**src/hw/rtl/ssid_pkg.sv**
```systemverilog
// Shared constants and types for the sorted set insert/delete block.
// No dependencies; imported by sorted_set_insert_delete.
package ssid_pkg;

  localparam int DATA_W       = 32;
  localparam int CAPACITY_DEF = 64;
  localparam int S_TDATA_W    = 32;
  localparam int M_TDATA_W    = 40;

  // Operation carried in s_tuser.
  localparam logic OP_INSERT = 1'b0;
  localparam logic OP_DELETE = 1'b1;

  // Result kind carried in m_tuser.
  localparam logic KIND_LIST   = 1'b0;
  localparam logic KIND_STATUS = 1'b1;

  typedef enum logic [7:0] {
    ST_IDLE       = 8'b0000_0001,
    ST_SEARCH     = 8'b0000_0010,
    ST_DECIDE     = 8'b0000_0100,
    ST_SHIFT_UP   = 8'b0000_1000,
    ST_PLACE      = 8'b0001_0000,
    ST_SHIFT_DOWN = 8'b0010_0000,
    ST_LIST       = 8'b0100_0000,
    ST_STATUS     = 8'b1000_0000
  } ssid_state_t;

endpackage

```
**src/hw/rtl/sorted_set_insert_delete.sv**
```systemverilog
// Sorted set of distinct signed 32-bit values kept in one synchronous memory.
// Depends on ssid_pkg.
// A delete scans to the matching entry at p, then moves the later entries down one place. An
// insert scans to the insert point p, then shifts the tail up and places the value (or appends
// it at the end); the stored entries are then listed, with the new one when it was added.
// Throughput is one item at a time; each step is set by the single memory read port, which
// moves one entry per cycle, and listed beats leave at one per cycle while m_tready is high.
// Reset (rst, synchronous, active high) empties the set; the memory itself is not cleared,
// as only entries below the count are ever read.
module sorted_set_insert_delete
  import ssid_pkg::*;
#(
  parameter int CAPACITY = CAPACITY_DEF
) (
  input  logic                 clk,
  input  logic                 rst,
  input  logic                 s_tvalid,
  output logic                 s_tready,
  input  logic [S_TDATA_W-1:0] s_tdata,   // [31:0] item_value
  input  logic                 s_tuser,   // [0] opcode
  output logic                 m_tvalid,
  input  logic                 m_tready,
  output logic [M_TDATA_W-1:0] m_tdata,   // [31:0] listed_value, [32] success,
                                          // [33] store_full, [39:34] zero
  output logic                 m_tuser,   // [0] result_kind
  output logic                 m_tlast    // last_of_run
);

  localparam int IW = (CAPACITY > 1) ? $clog2(CAPACITY) : 1;
  localparam int CW = $clog2(CAPACITY + 1);
  localparam logic [CW-1:0] CAP_C = CW'(CAPACITY);

  // The value store: one write port and one registered read port.
  logic signed [DATA_W-1:0] mem [CAPACITY];
  logic signed [DATA_W-1:0] rd_data;

  ssid_state_t state;
  logic [CW-1:0] count;
  logic [IW-1:0] sp;        // scan pointer, the next address to read
  logic          sp_end;    // the scan has issued its final read
  logic          rv;        // rd_data holds the entry at rd_idx
  logic [IW-1:0] rd_idx;
  logic          op;
  logic signed [DATA_W-1:0] val;
  logic [CW-1:0] pos;       // first position whose value is not below val
  logic          present;
  logic          full;
  logic          success;

  logic signed [DATA_W-1:0] out_value;
  logic          out_success;
  logic          out_full;

  logic          re;
  logic          we;
  logic [IW-1:0] wa;
  logic signed [DATA_W-1:0] wd;
  logic [IW-1:0] sp_lim;
  logic          hit;
  logic          scan_last;
  logic          out_free;
  logic          load_out;
  logic [CW-1:0] count_m1;

  assign s_tready  = (state == ST_IDLE);
  assign count_m1  = count - CW'(1);
  assign scan_last = ({1'b0, rd_idx} == {1'b0, count_m1[IW-1:0]}) && (count != '0);
  assign hit       = rv && (rd_data >= val);
  assign out_free  = !m_tvalid || m_tready;
  assign load_out  = (state == ST_LIST) && rv && out_free;

  assign m_tdata = {{(M_TDATA_W - DATA_W - 2){1'b0}}, out_full, out_success, out_value};

  // Read issue and write selection for the current phase.
  always_comb begin
    re     = 1'b0;
    we     = 1'b0;
    wa     = rd_idx;
    wd     = rd_data;
    sp_lim = count_m1[IW-1:0];
    case (state)
      ST_SEARCH: begin
        re = !sp_end && !hit;
      end
      ST_DECIDE: begin
        // Append at the end: no entries need to move.
        we = (op == OP_INSERT) && !present && (count != CAP_C) && (pos == count);
        wa = pos[IW-1:0];
        wd = val;
      end
      ST_SHIFT_UP: begin
        re     = !sp_end;
        sp_lim = pos[IW-1:0];
        we     = rv;
        wa     = rd_idx + IW'(1);
      end
      ST_PLACE: begin
        we = 1'b1;
        wa = pos[IW-1:0];
        wd = val;
      end
      ST_SHIFT_DOWN: begin
        re = !sp_end;
        we = rv;
        wa = rd_idx - IW'(1);
      end
      ST_LIST: begin
        re = !sp_end && (!rv || out_free);
      end
      default: begin
        re = 1'b0;
      end
    endcase
  end

  always_ff @(posedge clk) begin
    if (we) begin
      mem[wa] <= wd;
    end
    if (re) begin
      rd_data <= mem[sp];
    end
  end

  always_ff @(posedge clk) begin
    if (rst) begin
      state    <= ST_IDLE;
      count    <= '0;
      sp_end   <= 1'b1;
      rv       <= 1'b0;
      m_tvalid <= 1'b0;
    end else begin
      // Read bookkeeping; in the list phase a read waits while the output stalls.
      rv <= re || (rv && (state == ST_LIST) && !out_free);
      if (re) begin
        rd_idx <= sp;
        if (sp == sp_lim) begin
          sp_end <= 1'b1;
        end else if (state == ST_SHIFT_UP) begin
          sp <= sp - IW'(1);
        end else begin
          sp <= sp + IW'(1);
        end
      end

      // Output register.
      if (load_out) begin
        m_tvalid    <= 1'b1;
        m_tuser     <= KIND_LIST;
        out_value   <= rd_data;
        out_success <= 1'b0;
        out_full    <= full;
        m_tlast     <= scan_last;
      end else if ((state == ST_STATUS) && out_free) begin
        m_tvalid    <= 1'b1;
        m_tuser     <= KIND_STATUS;
        out_value   <= '0;
        out_success <= success;
        out_full    <= 1'b0;
        m_tlast     <= 1'b1;
      end else if (m_tready) begin
        m_tvalid <= 1'b0;
      end

      case (state)
        ST_IDLE: begin
          if (s_tvalid) begin
            op   <= s_tuser;
            val  <= s_tdata;
            full <= 1'b0;
            if (count == '0) begin
              if (s_tuser == OP_INSERT) begin
                pos     <= '0;
                present <= 1'b0;
                state   <= ST_DECIDE;
              end else begin
                success <= 1'b0;
                state   <= ST_STATUS;
              end
            end else begin
              sp     <= '0;
              sp_end <= 1'b0;
              state  <= ST_SEARCH;
            end
          end
        end
        ST_SEARCH: begin
          if (hit) begin
            pos     <= CW'(rd_idx);
            present <= (rd_data == val);
            state   <= ST_DECIDE;
          end else if (rv && scan_last) begin
            pos     <= count;
            present <= 1'b0;
            state   <= ST_DECIDE;
          end
        end
        ST_DECIDE: begin
          if (op == OP_INSERT) begin
            if (present) begin
              sp     <= '0;
              sp_end <= 1'b0;
              state  <= ST_LIST;
            end else if (count == CAP_C) begin
              full   <= 1'b1;
              sp     <= '0;
              sp_end <= 1'b0;
              state  <= ST_LIST;
            end else if (pos == count) begin
              count  <= count + CW'(1);
              sp     <= '0;
              sp_end <= 1'b0;
              state  <= ST_LIST;
            end else begin
              // Move the tail up one place, from the top entry downwards.
              sp     <= count_m1[IW-1:0];
              sp_end <= 1'b0;
              state  <= ST_SHIFT_UP;
            end
          end else begin
            if (!present) begin
              success <= 1'b0;
              state   <= ST_STATUS;
            end else if (pos == count_m1) begin
              count   <= count_m1;
              success <= 1'b1;
              state   <= ST_STATUS;
            end else begin
              // Close the gap, moving each later entry down one place.
              sp     <= IW'(pos + CW'(1));
              sp_end <= 1'b0;
              state  <= ST_SHIFT_DOWN;
            end
          end
        end
        ST_SHIFT_UP: begin
          if (rv && (rd_idx == pos[IW-1:0])) begin
            state <= ST_PLACE;
          end
        end
        ST_PLACE: begin
          count  <= count + CW'(1);
          sp     <= '0;
          sp_end <= 1'b0;
          state  <= ST_LIST;
        end
        ST_SHIFT_DOWN: begin
          if (rv && scan_last) begin
            count   <= count_m1;
            success <= 1'b1;
            state   <= ST_STATUS;
          end
        end
        ST_LIST: begin
          if (load_out && scan_last) begin
            state <= ST_IDLE;
          end
        end
        ST_STATUS: begin
          if (out_free) begin
            state <= ST_IDLE;
          end
        end
        default: begin
          state <= ST_IDLE;
        end
      endcase
    end
  end

  // The count never passes the capacity.
  a_count_bound: assert property (@(posedge clk) disable iff (rst) count <= CAP_C)
    else $error("entry count above capacity");

  // A write never lands on the entry being read in the same cycle.
  a_no_rw_clash: assert property (@(posedge clk) disable iff (rst)
    (we && re) |-> (wa != sp))
    else $error("read and write of the same entry in one cycle");

  // Listed entries always lie inside the stored range.
  a_list_in_range: assert property (@(posedge clk) disable iff (rst)
    (state == ST_LIST && rv) |-> ({1'b0, rd_idx} < count))
    else $error("list read beyond the stored entries");

  // A status beat is always the last of its run.
  a_status_last: assert property (@(posedge clk) disable iff (rst)
    (m_tvalid && m_tuser == KIND_STATUS) |-> m_tlast)
    else $error("status beat without last mark");

endmodule
```
**config.mk**
```make
export PLATFORM = sky130hd
export DESIGN_NAME = sorted_set_insert_delete
export DESIGN_NICKNAME = d
export VERILOG_FILES = /design/src/hw/rtl/ssid_pkg.sv /design/src/hw/rtl/sorted_set_insert_delete.sv
export SDC_FILE = /design/constraint.sdc
export NUM_CORES = 2
export LEC_CHECK = 0
export BUFFER_PORTS_ARGS = -buffer_cell sky130_fd_sc_hd__buf_2
export CELL_PAD_IN_SITES_DETAIL_PLACEMENT = 0
export CELL_PAD_IN_SITES_GLOBAL_PLACEMENT = 1
export CORE_UTILIZATION = 45
export CTS_BUF_LIST = sky130_fd_sc_hd__clkbuf_8
export DETAILED_ROUTE_END_ITERATION = 6
export PLACE_DENSITY_LB_ADDON = 0.12
export SLEW_MARGIN = 10
export SYNTH_ARGS = -nofsm -noshare
export SYNTH_HDL_FRONTEND = slang
export SYNTH_SLANG_ARGS = --single-unit
```
**constraint.sdc**
```tcl
create_clock -name clk -period 7.7 [get_ports clk]
set_input_delay 1.54 -clock clk [delete_from_list [all_inputs] [get_ports clk]]
set_output_delay 1.54 -clock clk [all_outputs]
set_load 0.005 [all_outputs]
```
==> metrics <==
outcome finished, violations left; failing checks DRC; max incr delay on CP 1.05 ns; post-layout min period 5.776 ns; total gr overflow 0; Synth cell types 81; final worst setup slack 1.924 ns; Power per Cell Area 275.8 nW/um^2; Die Width 437.9 um; RSZ-0062 raised after global routing false; CTS resizes 0; CP arrival 6.50 ns; EDFF count, synth 2171; remaining antenna violation count 0; CTS max path bufs 4; CTS tree built; top_reg_cell synth edfxtp_1; H-tree lvl count 5; post-synthesis register bit count 2189; Fin Hold WS 0.5653 ns; critical path peak fanout 29; TritonRoute pass-1 iters 7; critical setup path kind register to register; Tcrit/Tclk final 0.7502; Reg area 65550 um^2; hold crit path type register to register; Root Driver clkbuf_8; Setup violations, final 0; largest net degree at the start of global routing 134; # fillers 15.03k; VDD IR max 0.0001562 V; CP cell instances nor4_1 > nand4b_1 > clkinv_1 > ha_1 > a21o_1 > a21oi_1 > o21bai_1 > a211oi_1 > a21oi_1 > o211ai_1 > nand2_1 > nor2_4 > buf_4; first-pass GRT wire length 311.7 mm; Buf/Inv on CP 2; crit start category register; yosys warns 0; Avg Cell Area, Syn 23.08 um^2; Nets 4166; critical path's most frequent cell a21oi_1; sequential fraction of the synthesis area 0.7665; Iteration-0 DRC Markers 4429; drt wl/cell 31.95 um; Max Clk Rate 173.1 MHz; worst path required time 8.42 ns; clk_skew 0.05704 ns; Worst slew margin 0.1799; # IOs 81; Core ar. 188200 um^2; number of CTS-inserted buffers 372; drc violations 52; Die ar. 191800 um^2; top cells by area, synth edfxtp_1 (76%), mux4_2 (18%), ha_1 (0.64%); HPWL after detailed placement 131.9 mm; post-synthesis async set-or-reset flop share 0; Placer Congestion 0.7862; Skew-Pair Late Insertion Delay 1.05 ns; via count 40.06k; Port Buf Inserts 74; max cap viols 0; vias in the first global route 40.95k; clk slew on worst S/H paths 0.06 ns; Post-CTS Hold Buffers 0; Die Ht 437.9 um; Syn Inst Count 3706; Layout area overhead 12.90%; footprint of the multi-input gates 19890 um^2; most common cell after layout, fill and taps aside edfxtp_1; Crit. End Element register; CP max-delay cell nor2_4; Starting Density 0.4544; Slew Limit Fails 0; Worst-Margin Slew 1.230 ns; Yosys top cell area share 0.7623; most frequent cells in the layout edfxtp_1 (2171), mux4_2 (672), clkbuf_8 (379); Top delay family on crit path simple AND/OR/NAND/NOR gates; Layout Utilization 0.5130; LEAKAGE 30.49 nW; fraction of layout cells with a size suffix above 1 0.3244; GRT Resource Usage Total 0.2309; final WL 218.8 mm; std cell rows 159; largest area contributor in the netlist edfxtp_1; mapped cell area 85520 um^2; clk sinks 2189; final setup TNS 0 ns; Final Hold Viols 0; pre-CTS setup slack 1.932 ns; initial antenna violation count 38; post-CTS setup buffers 0; vias per cell 5.849
cell families after synthesis:
kind of cell / synth area share
DFF: 0.7665
adders and majority gates: 0.006906
other: 0.00004385
AOI/OAI and AO/OA: 0.01264
muxes: 0.1787
buffers and inverters: 0.01118
and+or+nand+nor: 0.01882
xor gates and xnor gates: 0.005194
synthesized netlist by cell type (6+ instances only):
| master | count |
|---|---|
| edfxtp_1 | 2171 |
| mux4_2 | 672 |
| clkbuf_1 | 133 |
| nor2_1 | 112 |
| nand2_1 | 88 |
| o21ai_0 | 51 |
| inv_1 | 48 |
| buf_1 | 46 |
| ha_1 | 44 |
| a21oi_1 | 40 |
| and2_1 | 35 |
| xnor2_1 | 25 |
| dfxtp_1 | 18 |
| xor2_1 | 18 |
| nand3_1 | 17 |
| nand4_1 | 13 |
| mux2i_1 | 12 |
| nor3_1 | 10 |
| buf_4 | 8 |
| nand2b_1 | 8 |
| a21o_1 | 7 |
| and3_1 | 7 |
| nand4b_1 | 7 |
| nor4_1 | 6 |
worst paths after layout:
check                           startpoint  slack (ns)          end  cells after the start
worst min register to register      sp_end        0.57       sp_end                      2
worst max register to register    state[1]        1.92  mem[32][19]                     13
worst min-delay path                sp_end        0.57       sp_end                      2
worst max-delay path              state[1]        1.92  mem[32][19]                     13
registers in the layout, indices dropped and copies added, names as in the netlist, 7 cells and up:
name,cells
mem,2048
out_value,32
rd_data,32
val,32
state,8
count,7
pos,7
area by class of cell:
class / count / share of cell area
antenna: 11 / 0.0002851
inverter: 50 / 0.002022
tap: 2495 / 0.03233
sequential: 2189 / 0.6790
clock inverter: 255 / 0.01201
timing repair buffer: 191 / 0.01436
multi-input combinational: 1279 / 0.2060
clock buffer: 379 / 0.05403
worst register-to-register path: cells and delay by family, from the launching register on:
family | cells | cell delay (ns)
buffers and inverters | 2 | 0.67
and+or+nand+nor | 4 | 2.91
DFF | 1 | 0.36
adders and majority gates | 1 | 0.30
AOI/OAI and AO/OA | 6 | 1.26
power breakdown:
part / internal [mW] / switching [mW]
combinational: 1.69 / 2.39
sequential: 13.3 / 0.0614
clock: 4.70 / 4.54
total: 19.6 / 6.99
metal layers:
| metal | vias to the layer above | share of wire | global-route usage |
|---|---|---|---|
| met1 | 21650 | 0.43 | 0.3345 |
| met5 | - | 0.00026 | 0 |
| met3 | 340 | 0.082 | 0.06073 |
| met2 | 1458 | 0.47 | 0.3477 |
| li1 | 16610 | - | - |
| met4 | 8 | 0.024 | 0.06440 |
through the flow:
stage                     cells  power, mW  area, um^2
after floorplan            3711      16.07       85540
after global placement     6204      17.67       90150
after detailed placement   6204      17.67       90150
after CTS                  6838      26.89       96520
after global routing       6841      27.56       96530
final                      6849      26.63       96550
No activity file was read; power rests on OpenSTA's default activity.
